--- config.mk ---
export PLATFORM = sky130hd
export DESIGN_NAME = canonical_sexp_length_scanner
export DESIGN_NICKNAME = d
export VERILOG_FILES = /design/src/rtl/csls_pkg.sv /design/src/rtl/csls_front.sv /design/src/rtl/csls_back.sv /design/src/rtl/canonical_sexp_length_scanner.sv
export VERILOG_INCLUDE_DIRS = /design/src /design/src/rtl
export SDC_FILE = /design/constraint.sdc
export NUM_CORES = 1
export LEC_CHECK = 0
export CAP_MARGIN = 20
export CORE_AREA = 2 2 123 125
export CTS_CLUSTER_SIZE = 28
export DETAILED_ROUTE_END_ITERATION = 10
export DIE_AREA = 0 0 125 127
export DONT_BUFFER_PORTS = 1
export PLACE_DENSITY = 0.69
export SETUP_SLACK_MARGIN = 0.2
export SLEW_MARGIN = 20
export SYNTH_ARGS = -nofsm -noshare
export SYNTH_HDL_FRONTEND = slang
export SYNTH_SLANG_ARGS = --single-unit
--- constraint.sdc ---
create_clock -name i_clk -period 12.2 [get_ports i_clk]
set_input_delay 1.83 -clock i_clk [delete_from_list [all_inputs] [get_ports i_clk]]
set_output_delay 1.83 -clock i_clk [all_outputs]
set_load 0.02 [all_outputs]
--- src/rtl/canonical_sexp_length_scanner_defines.svh ---
// Assertion helpers shared by the scanner modules.
`ifndef CANONICAL_SEXP_LENGTH_SCANNER_DEFINES_SVH
`define CANONICAL_SEXP_LENGTH_SCANNER_DEFINES_SVH

// Property holds at every clock edge outside reset.
`define CSLS_ASSERT_ALWAYS(lbl, clk, rst_n, prop, msg) \
    lbl: assert property (@(posedge clk) disable iff (!(rst_n)) (prop)) else $error(msg);

// Consequent holds in the cycle after the antecedent.
`define CSLS_ASSERT_NEXT(lbl, clk, rst_n, ante, cons, msg) \
    lbl: assert property (@(posedge clk) disable iff (!(rst_n)) (ante) |=> (cons)) \
        else $error(msg);

`endif

--- src/rtl/csls_pkg.sv ---
`default_nettype none

package csls_pkg;

    localparam int DEF_MAX_BUFFER_BYTES = 65535;
    localparam int DEF_MAX_NEST_DEPTH   = 255;

    localparam logic [7:0] CH_OPEN  = 8'h28;
    localparam logic [7:0] CH_CLOSE = 8'h29;
    localparam logic [7:0] CH_COLON = 8'h3A;
    localparam logic [7:0] CH_ZERO  = 8'h30;
    localparam logic [7:0] CH_NINE  = 8'h39;

    localparam logic [1:0] ST_COMPLETE   = 2'd0;
    localparam logic [1:0] ST_INCOMPLETE = 2'd1;
    localparam logic [1:0] ST_SYNTAX     = 2'd2;

    typedef struct packed {
        logic [7:0] data_byte;
        logic       last_byte;
    } t_in;

    typedef struct packed {
        logic [1:0]  status;
        logic [15:0] expr_length;
    } t_out;

    // Byte after classification by the front end
    typedef struct packed {
        logic       is_open;
        logic       is_close;
        logic       is_colon;
        logic       is_digit;
        logic [3:0] digit;
        logic       last;
    } t_cls;

    typedef enum logic [5:0] {
        M_OPEN    = 6'b000001,
        M_ELEMENT = 6'b000010,
        M_DIGITS  = 6'b000100,
        M_DATA    = 6'b001000,
        M_NOCOLON = 6'b010000,
        M_SKIP    = 6'b100000
    } t_mode;

endpackage

`default_nettype wire

--- src/rtl/csls_front.sv ---
`default_nettype none

module csls_front (
    input  wire logic          i_clk,
    input  wire logic          i_rst_n,
    input  wire logic          push,
    output logic               full,
    input  wire csls_pkg::t_in i_item,
    output logic               o_cls_valid,
    output csls_pkg::t_cls     o_cls,
    input  wire logic          i_pop
);

    csls_pkg::t_cls r_q [2];
    logic           r_wp, r_rp;
    logic [1:0]     r_cnt;
    logic           accept;
    logic           take;
    csls_pkg::t_cls cls;

    always_comb begin
        cls.is_open  = (i_item.data_byte == csls_pkg::CH_OPEN);
        cls.is_close = (i_item.data_byte == csls_pkg::CH_CLOSE);
        cls.is_colon = (i_item.data_byte == csls_pkg::CH_COLON);
        cls.is_digit = (i_item.data_byte >= csls_pkg::CH_ZERO) &&
                       (i_item.data_byte <= csls_pkg::CH_NINE);
        cls.digit    = i_item.data_byte[3:0];
        cls.last     = i_item.last_byte;
    end

    assign full        = (r_cnt == 2'd2);
    assign accept      = push && !full;
    assign o_cls_valid = (r_cnt != 2'd0);
    assign take        = i_pop && o_cls_valid;
    assign o_cls       = r_q[r_rp];

    always_ff @(posedge i_clk) begin
        if (accept) begin
            r_q[r_wp] <= cls;
        end
    end

    always_ff @(posedge i_clk) begin
        if (!i_rst_n) begin
            r_wp  <= 1'b0;
            r_rp  <= 1'b0;
            r_cnt <= 2'd0;
        end else begin
            if (accept) begin
                r_wp <= ~r_wp;
            end
            if (take) begin
                r_rp <= ~r_rp;
            end
            case ({accept, take})
                2'b10:   r_cnt <= r_cnt + 2'd1;
                2'b01:   r_cnt <= r_cnt - 2'd1;
                default: r_cnt <= r_cnt;
            endcase
        end
    end

`include "canonical_sexp_length_scanner_defines.svh"

    `CSLS_ASSERT_ALWAYS(a_front_cnt, i_clk, i_rst_n, r_cnt <= 2'd2, "front queue overfilled")
    `CSLS_ASSERT_NEXT(a_front_hold, i_clk, i_rst_n, full && !i_pop, full, "front request lost")

endmodule

`default_nettype wire

--- src/rtl/csls_back.sv ---
`default_nettype none

module csls_back #(
    parameter int MAX_BUFFER_BYTES = csls_pkg::DEF_MAX_BUFFER_BYTES,
    parameter int MAX_NEST_DEPTH   = csls_pkg::DEF_MAX_NEST_DEPTH
) (
    input  wire logic           i_clk,
    input  wire logic           i_rst_n,
    input  wire logic           i_cls_valid,
    input  wire csls_pkg::t_cls i_cls,
    output logic                o_cls_pop,
    output logic                empty,
    input  wire logic           pop,
    output csls_pkg::t_out      o_result
);

    localparam int POS_W   = $clog2(MAX_BUFFER_BYTES + 1);
    localparam int DEPTH_W = $clog2(MAX_NEST_DEPTH + 1);
    localparam logic [POS_W-1:0]   MAX_POS   = POS_W'(MAX_BUFFER_BYTES);
    localparam logic [POS_W+3:0]   MAX_V     = (POS_W + 4)'(MAX_BUFFER_BYTES);
    localparam logic [DEPTH_W-1:0] MAX_DEPTH = DEPTH_W'(MAX_NEST_DEPTH);

    csls_pkg::t_mode    r_mode, n_mode;
    logic [DEPTH_W-1:0] r_depth, n_depth;
    logic [POS_W-1:0]   r_pos, n_pos;
    logic [POS_W-1:0]   r_accum, n_accum;
    logic [POS_W:0]     r_pending, n_pending;

    csls_pkg::t_out     r_oq [2];
    logic               r_owp, r_orp;
    logic [1:0]         r_ocnt;

    logic               take;
    logic               out_take;
    logic               have;
    csls_pkg::t_out     res;
    logic [POS_W-1:0]   pos;
    logic [POS_W+3:0]   v;
    logic [31:0]        pos32;
    logic               restart;

    assign take      = i_cls_valid && (r_ocnt != 2'd2);
    assign o_cls_pop = take;
    assign empty     = (r_ocnt == 2'd0);
    assign out_take  = pop && !empty;
    assign o_result  = r_oq[r_orp];

    always_comb begin
        pos       = r_pos + POS_W'(1);
        pos32     = 32'(pos);
        v         = (POS_W + 4)'({r_accum, 3'b000}) + (POS_W + 4)'({r_accum, 1'b0})
                    + (POS_W + 4)'(i_cls.digit);
        have      = 1'b0;
        res.status      = csls_pkg::ST_COMPLETE;
        res.expr_length = 16'd0;
        n_mode    = r_mode;
        n_depth   = r_depth;
        n_pos     = pos;
        n_accum   = r_accum;
        n_pending = r_pending;
        restart   = 1'b0;

        unique case (r_mode)
            csls_pkg::M_OPEN: begin
                if (i_cls.is_open) begin
                    n_mode  = csls_pkg::M_ELEMENT;
                    n_depth = '0;
                end else begin
                    have       = 1'b1;
                    res.status = csls_pkg::ST_SYNTAX;
                end
            end
            csls_pkg::M_ELEMENT: begin
                if (i_cls.is_open) begin
                    if (r_depth >= MAX_DEPTH) begin
                        have       = 1'b1;
                        res.status = csls_pkg::ST_SYNTAX;
                    end else begin
                        n_depth = r_depth + DEPTH_W'(1);
                    end
                end else if (i_cls.is_close) begin
                    if (r_depth == '0) begin
                        have            = 1'b1;
                        res.status      = csls_pkg::ST_COMPLETE;
                        res.expr_length = (pos32 > 32'd65535) ? 16'hFFFF : pos32[15:0];
                    end else begin
                        n_depth = r_depth - DEPTH_W'(1);
                    end
                end else if (i_cls.is_digit) begin
                    n_accum = POS_W'(i_cls.digit);
                    n_mode  = csls_pkg::M_DIGITS;
                end else begin
                    have       = 1'b1;
                    res.status = csls_pkg::ST_SYNTAX;
                end
            end
            csls_pkg::M_DIGITS: begin
                if (i_cls.is_digit) begin
                    // length saturates at the buffer limit, which can never be met
                    if ((r_accum >= MAX_POS) || (v > MAX_V)) begin
                        n_accum = MAX_POS;
                    end else begin
                        n_accum = v[POS_W-1:0];
                    end
                end else if (r_accum == '0) begin
                    have       = 1'b1;
                    res.status = csls_pkg::ST_SYNTAX;
                end else begin
                    n_pending = {1'b0, pos} + {1'b0, r_accum};
                    n_mode    = i_cls.is_colon ? csls_pkg::M_DATA : csls_pkg::M_NOCOLON;
                end
            end
            csls_pkg::M_DATA: begin
                if ({1'b0, pos} >= r_pending) begin
                    n_mode = csls_pkg::M_ELEMENT;
                end
            end
            csls_pkg::M_NOCOLON: begin
                if ({1'b0, pos} >= r_pending) begin
                    have       = 1'b1;
                    res.status = csls_pkg::ST_SYNTAX;
                end
            end
            csls_pkg::M_SKIP: begin
                n_pos = r_pos;
            end
            default: begin
                n_mode = csls_pkg::M_OPEN;
            end
        endcase

        if (r_mode != csls_pkg::M_SKIP) begin
            if (!have && (i_cls.last || (pos == MAX_POS))) begin
                have       = 1'b1;
                res.status = csls_pkg::ST_INCOMPLETE;
            end
            if (have && !i_cls.last) begin
                n_mode = csls_pkg::M_SKIP;
            end
        end
        restart = i_cls.last;
    end

    always_ff @(posedge i_clk) begin
        if (take && have) begin
            r_oq[r_owp] <= res;
        end
    end

    always_ff @(posedge i_clk) begin
        if (!i_rst_n) begin
            r_mode    <= csls_pkg::M_OPEN;
            r_depth   <= '0;
            r_pos     <= '0;
            r_accum   <= '0;
            r_pending <= '0;
            r_owp     <= 1'b0;
            r_orp     <= 1'b0;
            r_ocnt    <= 2'd0;
        end else begin
            if (take) begin
                if (restart) begin
                    r_mode    <= csls_pkg::M_OPEN;
                    r_depth   <= '0;
                    r_pos     <= '0;
                    r_accum   <= '0;
                    r_pending <= '0;
                end else begin
                    r_mode    <= n_mode;
                    r_depth   <= n_depth;
                    r_pos     <= n_pos;
                    r_accum   <= n_accum;
                    r_pending <= n_pending;
                end
            end
            if (take && have) begin
                r_owp <= ~r_owp;
            end
            if (out_take) begin
                r_orp <= ~r_orp;
            end
            case ({take && have, out_take})
                2'b10:   r_ocnt <= r_ocnt + 2'd1;
                2'b01:   r_ocnt <= r_ocnt - 2'd1;
                default: r_ocnt <= r_ocnt;
            endcase
        end
    end

`include "canonical_sexp_length_scanner_defines.svh"

    `CSLS_ASSERT_ALWAYS(a_back_ocnt, i_clk, i_rst_n, r_ocnt <= 2'd2, "result queue overfilled")
    `CSLS_ASSERT_ALWAYS(a_back_depth, i_clk, i_rst_n, r_depth <= MAX_DEPTH, "nesting past limit")
    `CSLS_ASSERT_ALWAYS(a_back_pos, i_clk, i_rst_n, r_mode == csls_pkg::M_OPEN || |r_pos, "no count")

endmodule

`default_nettype wire

--- src/rtl/canonical_sexp_length_scanner.sv ---
// Channel   Handshake            Payload
// input     push / full          i_item  (data_byte, last_byte)
// result    empty / pop          o_result (status, expr_length)
//
// One byte per cycle sustained while results are popped; a request waits in the
// front queue until the scanner takes it, and its status, if any, is poppable in
// the cycle after that. Throughput is set by the combinational scan step in the
// back end; two-entry queues on each side let input and result stall independently.
// Reset is synchronous, active low, and returns the scanner to the start of a buffer.
// full rises only when both front queue entries are held by a stalled back end.
`default_nettype none

module canonical_sexp_length_scanner #(
    parameter int MAX_BUFFER_BYTES = csls_pkg::DEF_MAX_BUFFER_BYTES,
    parameter int MAX_NEST_DEPTH   = csls_pkg::DEF_MAX_NEST_DEPTH
) (
    input  wire logic          i_clk,
    input  wire logic          i_rst_n,
    input  wire logic          push,
    output logic               full,
    input  wire csls_pkg::t_in i_item,
    output logic               empty,
    input  wire logic          pop,
    output csls_pkg::t_out     o_result
);

    logic           cls_valid;
    logic           cls_pop;
    csls_pkg::t_cls cls;

    csls_front u_front (
        .i_clk       (i_clk),
        .i_rst_n     (i_rst_n),
        .push        (push),
        .full        (full),
        .i_item      (i_item),
        .o_cls_valid (cls_valid),
        .o_cls       (cls),
        .i_pop       (cls_pop)
    );

    csls_back #(
        .MAX_BUFFER_BYTES (MAX_BUFFER_BYTES),
        .MAX_NEST_DEPTH   (MAX_NEST_DEPTH)
    ) u_back (
        .i_clk       (i_clk),
        .i_rst_n     (i_rst_n),
        .i_cls_valid (cls_valid),
        .i_cls       (cls),
        .o_cls_pop   (cls_pop),
        .empty       (empty),
        .pop         (pop),
        .o_result    (o_result)
    );

endmodule

`default_nettype wire

=== Word-level counts from Yosys, hierarchy flattened ===
Memory sizes are Yosys's and may differ from the RTL's. A register that Yosys moved wholly into a read port is not among the register bits.
Cells that the tools add are included.

* Logic and storage cells: 159
* Bits in registers: 71
* Output and inout bits: 20
* Input bits: 13
* Memories: 2
* RAM bits: 54

{| class="wikitable"
|+ Memory list
! memory !! words !! width !! rd ports !! clocked after Yosys merged registers in !! wr ports !! RTL line !! source
|-
| u_back.r_oq || 2 || 18 || 1 || 1 || 1 || csls_back.sv:29 || <nowiki>csls_pkg::t_out r_oq [2];</nowiki>
|-
| u_front.r_q || 2 || 9 || 1 || 1 || 1 || csls_front.sv:14 || <nowiki>csls_pkg::t_cls r_q [2];</nowiki>
|}

* Bitwise gates (word level): 4
* Reductions and logical operators: 28
* Equality and inequality tests: 28
* Magnitude comparators: 6
* Add/sub/neg operators: 10
* Mux-type cells: 70

{| class="wikitable"
|+ Operators with widths
! kind !! count
|-
| 16-bit 2-to-1 mux || 12
|-
| 17-bit 2-to-1 mux || 4
|-
| 6-bit 2-to-1 mux || 10
|-
| 8-bit 2-to-1 mux || 6
|-
| 16-bit case mux with 2 select lines || 1
|-
| 6-bit case mux with 5 select lines || 1
|-
| 8-bit by 6-bit == test with 1-bit output, second input constant || 3
|-
| 19-bit by 17-bit adder with 20-bit output || 1
|-
| 20-bit by 4-bit adder with 20-bit output || 1
|-
| 20-bit by 16-bit > comparator with 1-bit output, second input constant || 1
|-
| 1-bit 2-to-1 mux || 20
|-
| 2-bit 2-to-1 mux || 10
|-
| 16-bit by 16-bit adder with 17-bit output || 1
|-
| 16-bit by 17-bit >= comparator with 1-bit output || 1
|-
| 16-bit by 1-bit adder with 16-bit output, second input constant || 1
|-
| 16-bit == test, second input constant || 1
|-
| 16-bit >= comparator, second input constant || 1
|-
| 16-bit logical NOT || 1
|-
| 8-bit case mux with 2 select lines || 1
|-
| 3-bit by 2-bit inequality test with 1-bit output, second input constant || 5
|-
| 4-bit by 3-bit inequality test with 1-bit output, second input constant || 3
|-
| 6-bit AND reduction || 2
|-
| 8-bit by 1-bit adder with 8-bit output, second input constant || 1
|-
| 8-bit by 6-bit >= comparator with 1-bit output, second input constant || 1
|-
| 31 further kinds || 57
|}

=== Logic depth before layout (Yosys ltp) ===
* Word-level depth: 13
* Depth in mapped cells: 18
* Mapped depth without buffers: 18

=== Cells and area by module ===
A second synthesis with hierarchy kept.

* Cells, all modules: 891
* Area, all modules: 8164.1 um^2

{| class="wikitable"
|+ By module, submodules not included
! module !! seq. area each (um^2) !! times used !! area each (um^2) !! cells an instance
|-
| csls_back || 2442.3 || 1 || 7214.4 || 828
|-
| csls_front || 640.6 || 1 || 949.7 || 63
|}

=== Worst setup path before layout ===
No wires, ideal clock.

* Path kind: reg-to-reg
* Start: register u_back.r_pos[0]
* End: memory u_back.r_oq[1][0] (netlist bit), enable pin
* Stages on the path, launching flop included: 15
* Slack: 8.162 ns
* Arrival time: 3.645 ns
* Buffers on the path: 0
* Cells stage by stage: dfxtp_1 ha_1 nand4_2 nor4_2 xnor2_1 inv_1 ha_1 nand4_1 nor4_1 nor3_1 o221a_2 o211ai_1 nand2b_1 o21ai_2 nor2_1

* Longest elaborated chain between the ends: 12
* Elaborated cells on any way between the ends: 14
* Classes of those cells: add/sub (1); order compare (1); eq/ne (1); mux (7); reduce/logical (4)

{| class="wikitable"
|+ Ends and longest elaborated chain
! element !! RTL line !! source
|-
| from (decl) || csls_back.sv:25 || <nowiki>logic [POS_W-1:0] r_pos, n_pos;</nowiki>
|-
| from (signal assigned) || csls_back.sv:171 || <nowiki>r_pos <= n_pos;</nowiki>
|-
| 16-bit by 1-bit adder with 16-bit output * || csls_back.sv:49 || <nowiki>pos = r_pos + POS_W'(1);</nowiki>
|-
| 16-bit by 17-bit >= comparator with 1-bit output || csls_back.sv:119 || <nowiki>if ({1'b0, pos} >= r_pending) begin</nowiki>
|-
| 1-bit 2-to-1 mux || csls_back.sv:119 ||
|-
| 1-bit case mux with 4 select lines || csls_back.sv:63 || <nowiki>unique case (r_mode)</nowiki>
|-
| 1-bit logical NOT || csls_back.sv:133 || <nowiki>if (!have && (i_cls.last || (pos == MAX_POS))) begin</nowiki>
|-
| 1-bit logical AND || csls_back.sv:133 ||
|-
| 1-bit 2-to-1 mux || csls_back.sv:133 ||
|-
| 1-bit 2-to-1 mux || csls_back.sv:132 || <nowiki>if (r_mode != csls_pkg::M_SKIP) begin</nowiki>
|-
| 1-bit 2-to-1 mux * || csls_back.sv:132 ||
|-
| 1-bit logical AND * || csls_back.sv:145 || <nowiki>if (take && have) begin</nowiki>
|-
| 1-bit 2-to-1 mux * || csls_back.sv:145 ||
|-
| 1-bit 2-to-1 mux (not written as such) * || csls_back.sv:146 || <nowiki>r_oq[r_owp] <= res;</nowiki>
|-
| to (decl) || csls_back.sv:29 ||
|}

Mark *: on every way between the ends. The rest lies on a longest branch, timed or not. The select of a mux whose other input is x is not followed.

=== Worst setup path in the final report ===
* Start: register u_back.r_pos[2]
* End: register u_back.r_ocnt[1]

* Longest elaborated chain between the ends: 12
* Elaborated cells on any way between the ends: 16
* Classes of those cells: add/sub (1); order compare (1); eq/ne (3); mux (6); reduce/logical (5)

{| class="wikitable"
|+ Ends and longest elaborated chain
! element !! RTL line !! source
|-
| 16-bit by 1-bit adder with 16-bit output * || csls_back.sv:49 ||
|-
| 16-bit by 17-bit >= comparator with 1-bit output || csls_back.sv:119 ||
|-
| 1-bit 2-to-1 mux || csls_back.sv:119 ||
|-
| 1-bit case mux with 4 select lines || csls_back.sv:63 ||
|-
| 1-bit logical NOT || csls_back.sv:133 ||
|-
| 1-bit logical AND || csls_back.sv:133 ||
|-
| 1-bit 2-to-1 mux || csls_back.sv:133 ||
|-
| 1-bit 2-to-1 mux || csls_back.sv:132 ||
|-
| 1-bit 2-to-1 mux * || csls_back.sv:132 ||
|-
| 1-bit logical AND * || csls_back.sv:182 || <nowiki>case ({take && have, out_take})</nowiki>
|-
| 2-bit by 1-bit == test with 1-bit output or 2-bit == test (tied branches) || csls_back.sv:182 ||
|-
| 2-bit case mux with 2 select lines or 2-bit nonzero test (tied branches) || - ||
|-
| to (signal assigned) || csls_back.sv:183 || <nowiki>2'b10: r_ocnt <= r_ocnt + 2'd1;</nowiki>
|-
| to (signal assigned) || csls_back.sv:184 || <nowiki>2'b01: r_ocnt <= r_ocnt - 2'd1;</nowiki>
|-
| to (signal assigned) || csls_back.sv:185 || <nowiki>default: r_ocnt <= r_ocnt;</nowiki>
|-
| to (decl) || csls_back.sv:31 || <nowiki>logic [1:0] r_ocnt;</nowiki>
|}

Marks and branches as above.
A chain may end at the register's enable or synchronous reset.

==> reports/summary.log <==
[outcome] status finished, final reports clean
[grt] antenna violations before repair 0
[die] Cell Rows 44
[critical_path] Critical Path Fanout Max 6
[hold_path] origin of the worst min-delay path u_back.r_pending[15]$_SDFFE_PN0P_
[synthesis] cell types with the largest area share after synthesis sky130_fd_sc_hd__edfxtp_1 21%, sky130_fd_sc_hd__dfxtp_1 19%, sky130_fd_sc_hd__ha_1 12%
[die] Die Ht 127 µm
[grt] GR Overflow Total 0
[clocking] hold-fix buffers at CTS 0
[clocking] maximum buffer depth of the clock tree 2
[place] estimated wirelength of the detail-placed design 13.2 mm
[synthesis] post-synthesis sequential area ratio 39.5%
[finish] ANT cells 0
[die] io pins 33
[synthesis] gate count of the mapped netlist 826
[synthesis] Syn Nets 916
[detailed_routing] mean routed wirelength per cell 17.3 µm
[place] number of buffer cells added on primary ports 0
[timing] highest achievable clock rate 0.229 GHz
[timing] final hold violation count 0
[power] Peak supply drop 0.0920 mV
[grt] global-route met2 utilization 40.2%
[synthesis] Most used DFF post-synth sky130_fd_sc_hd__dfxtp_1
[grt] grt met1 use 27.9%
[detailed_routing] Vias/cell 6.16
[critical_path] reg2reg start u_back.r_pos[2]$_SDFFE_PN0P_
[clocking] clock transition at the registers of the reported paths 60 ps
[synthesis] commonest cells in the netlist 93 x sky130_fd_sc_hd__nor2_1, 73 x sky130_fd_sc_hd__dfxtp_1, 73 x sky130_fd_sc_hd__ha_1
[power] power per cell area 176 mW/mm²
[finish] final net count 917
[clocking] clock sinks 127
[timing] unrepaired setup endpoints after global routing false
[grt] met3 demand-to-capacity share in global routing 5.90%
[synthesis] number of enable flip-flop cells after synthesis 54
[timing] Final TNS setup 0 ps
[grt] global-route usage over all layers 23.2%
[detailed_routing] Detail Route Antenna Nets 0
[synthesis] area share of the largest cell type after synthesis 20.8%
[critical_path] biggest cell delay along the critical path 450 ps
[clocking] clock root buffer sky130_fd_sc_hd__clkbuf_16
[timing] Worst Clk Skew 8.35 ps
[clocking] post-CTS setup buffers 0
[die] initial cell density of the core 54.2%
[clocking] clock insertion delay at the later pin of the skew report 420 ps
[clocking] number of buffers created by CTS 17
[finish] area of the multi-input gates 0.00447 mm²
[critical_path] crit end category register
[detailed_routing] starting DRC count in detailed routing 584
[clocking] count of H-tree levels built during CTS 4
[synthesis] cell type with the highest aggregate area in the netlist sky130_fd_sc_hd__edfxtp_1
[timing] final period demand of the worst path 4370 ps
[finish] final core area utilization 59.8%
[detailed_routing] total wire length after detailed routing 17.7 mm
[place] # placed instances 992
[timing] Max-slew headroom 34.9%
[detailed_routing] Detailed Routing Iterations Pass 1 5
[power] leakage power summed over all cells 0.00343 µW
[die] die footprint 0.0159 mm²
[timing] final worst path period share 35.8%
[critical_path] terminus of the critical flop-to-flop path u_back.r_ocnt[1]$_SDFFE_PN0P_
[critical_path] worst reg2reg setup slack 7830 ps
[detailed_routing] DRC violations left 0
[synthesis] share of flip-flops with an asynchronous set or reset 0%
[grt] first-pass GRT wire length 30.0 mm
[finish] area grow syn2layout 10.4%
[synthesis] count leader, synth sky130_fd_sc_hd__nor2_1
[finish] share of final-layout standard cells stronger than drive strength 1 9.64%
[synthesis] register bit total from synthesis 127
[finish] area occupied by registers 0.00308 mm²
[die] Horiz. Die Dim 125 µm
[hold_path] Tightest Hold Check Type register to register
[grt] pin count of the biggest net entering global routing 46
[critical_path] number of cells on the worst reg-to-reg path 15
[detailed_routing] detailed-route via count 6310
[critical_path] cells traversed along the worst timing path nand3_1 -> nor2_1 -> and3_1 -> xor2_1 -> ha_1 -> nand4_1 -> a211oi_1 -> a211oi_1 -> o221a_2 -> o211ai_1 -> nand2b_1 -> o21ai_2 -> ha_1 -> or3_1 -> a21oi_1
[critical_path] CP Buf/Inv Count 0
[grt] Most Crowded Layer GR met2
[hold_path] Worst Hold Path EP u_back.r_pending[15]$_SDFFE_PN0P_
[finish] cell area after layout 0.00863 mm²
[critical_path] cell family contributing the most delay on the critical path simple AND/OR/NAND/NOR gates
[critical_path] arrival time worst endpoint 4710 ps
[die] core area 0.0144 mm²
[synthesis] Syn Std Cell Area 0.00781 mm²
[critical_path] category of the critical setup timing path register to register
[timing] final setup violation count 0
[synthesis] Avg Cell Area, Syn 9.46 µm²
[synthesis] Yosys Warn Count 0
[hold_path] Worst Hold Depth 2
[synthesis] number of distinct library cells after synthesis 73
[finish] filler cell count in the final layout 1214
[critical_path] Worst Path Required 12540 ps
[run] number of max-cap violations 0
[timing] number of pins with negative max-slew slack in the final report 0
[grt] via count of the first global-routing pass 6294
[clocking] post_cts resized 0
[critical_path] CP max-delay cell sky130_fd_sc_hd__dfxtp_1
[finish] Finished Layout Cells 1024
[clocking] TritonCTS clock tree yes
[timing] Worst-Margin Slew 969 ps
[place] Routability Congestion 0.868
[critical_path] critical path launch point type register
[place] Cell Area, Placed 0.00799 mm²
## cell type report
cell class              count  area share (%)
well taps                 184            2.67
multi-input cells         631            51.8
clock buffers              20            5.29
flip-flops and latches    127            35.7
clock inverters            12            2.13
inverters                  45            1.96
repair buffers              5           0.435
## worst max path at each step
stage,startpoint,to,slack [ps],cells past startpoint
floorplan,u_back.r_pos[0]$_SDFFE_PN0P_,u_back.r_oq[1][0]$_DFFE_PP_,8160,14
global placement,u_back.r_pos[2]$_SDFFE_PN0P_,u_back.r_ocnt[1]$_SDFFE_PN0P_,8020,15
detailed placement,u_back.r_pos[2]$_SDFFE_PN0P_,u_back.r_ocnt[1]$_SDFFE_PN0P_,7890,15
CTS,u_back.r_pos[2]$_SDFFE_PN0P_,u_back.r_ocnt[1]$_SDFFE_PN0P_,7860,15
global route,u_back.r_pos[2]$_SDFFE_PN0P_,u_back.r_ocnt[1]$_SDFFE_PN0P_,7530,15
finish,u_back.r_pos[2]$_SDFFE_PN0P_,u_back.r_ocnt[1]$_SDFFE_PN0P_,7830,15
## layer usage
metal  share of wire, %  wire (µm)
met2                 49       8690
met1                 44       7740
met4                1.9        344
met5                  0          0
met3                5.5        973
## cell usage in the layout (no fill, tap or decap), types with 6 or more instances in the layout
master                      count
sky130_fd_sc_hd__xor2_1        16
sky130_fd_sc_hd__o211ai_1       6
sky130_fd_sc_hd__nor2_1        93
sky130_fd_sc_hd__mux2_2        22
sky130_fd_sc_hd__xnor2_1       30
sky130_fd_sc_hd__edfxtp_1      54
sky130_fd_sc_hd__nand2b_1       9
sky130_fd_sc_hd__nand3_1       23
sky130_fd_sc_hd__nand2_1       55
sky130_fd_sc_hd__nor4_1        15
sky130_fd_sc_hd__dfxtp_1       73
sky130_fd_sc_hd__nor3_1        17
sky130_fd_sc_hd__a22oi_1       27
sky130_fd_sc_hd__ha_1          73
sky130_fd_sc_hd__o21a_1         6
sky130_fd_sc_hd__and3_1        11
sky130_fd_sc_hd__o21ai_0       31
sky130_fd_sc_hd__a211oi_1      11
sky130_fd_sc_hd__o21ai_1       12
sky130_fd_sc_hd__mux2i_1        7
sky130_fd_sc_hd__clkbuf_16     17
sky130_fd_sc_hd__a21oi_1       47
sky130_fd_sc_hd__nand4_1       11
sky130_fd_sc_hd__nor2b_1       20
sky130_fd_sc_hd__a21o_1         8
sky130_fd_sc_hd__inv_1         43
## cell families (layout without fill, tap and decap cells)
logic type / after synthesis / count (layout) / synth area share [%]
AOI/OAI and AO/OA: 191 / 191 / 16.2
adders and majority gates: 77 / 77 / 12.7
DFF: 127 / 127 / 39.5
buffers and inverters: 68 / 82 / 3.51
xor gates and xnor gates: 47 / 47 / 5.36
and+or+nand+nor: 286 / 286 / 18.4
muxes: 30 / 30 / 4.36
## power breakdown
part	internal [µW]	switching, µW	total (µW)
clock	354	190	545
sequential	516	42.0	558
combinational	143	270	413
total	1010	502	1520
## metrics by stage
step / total power [µW] / setup slack, ps / hold slack, ps
final: 1520 / 7830 / 463
after floorplan: 881 / 8160 / 437
after global placement: 960 / 8020 / 455
after global routing: 1590 / 7530 / 506
after detailed placement: 975 / 7890 / 460
after CTS: 1520 / 7860 / 467
## registers in the layout, summed over array words and instances (netlist names), 2 cells and up, named ones only
| register | count |
|---|---|
| u_front.r_cnt | 2 |
| u_front.r_q | 18 |
| u_back.r_pos | 16 |
| u_back.r_ocnt | 2 |
| u_back.r_accum | 16 |
| u_back.r_depth | 8 |
| u_back.r_oq | 36 |
| u_back.r_mode | 6 |
| u_back.r_pending | 17 |
## worst min-delay path, delay by kind of cell (launching register included)
| family | cells | cell delay [ps] |
|---|---|---|
| AO/OA/AOI/OAI | 1 | 50 |
| AND/OR/NAND/NOR | 1 | 60 |
| flip-flops | 1 | 310 |
Note: power is estimated with default switching activity, not from simulation.
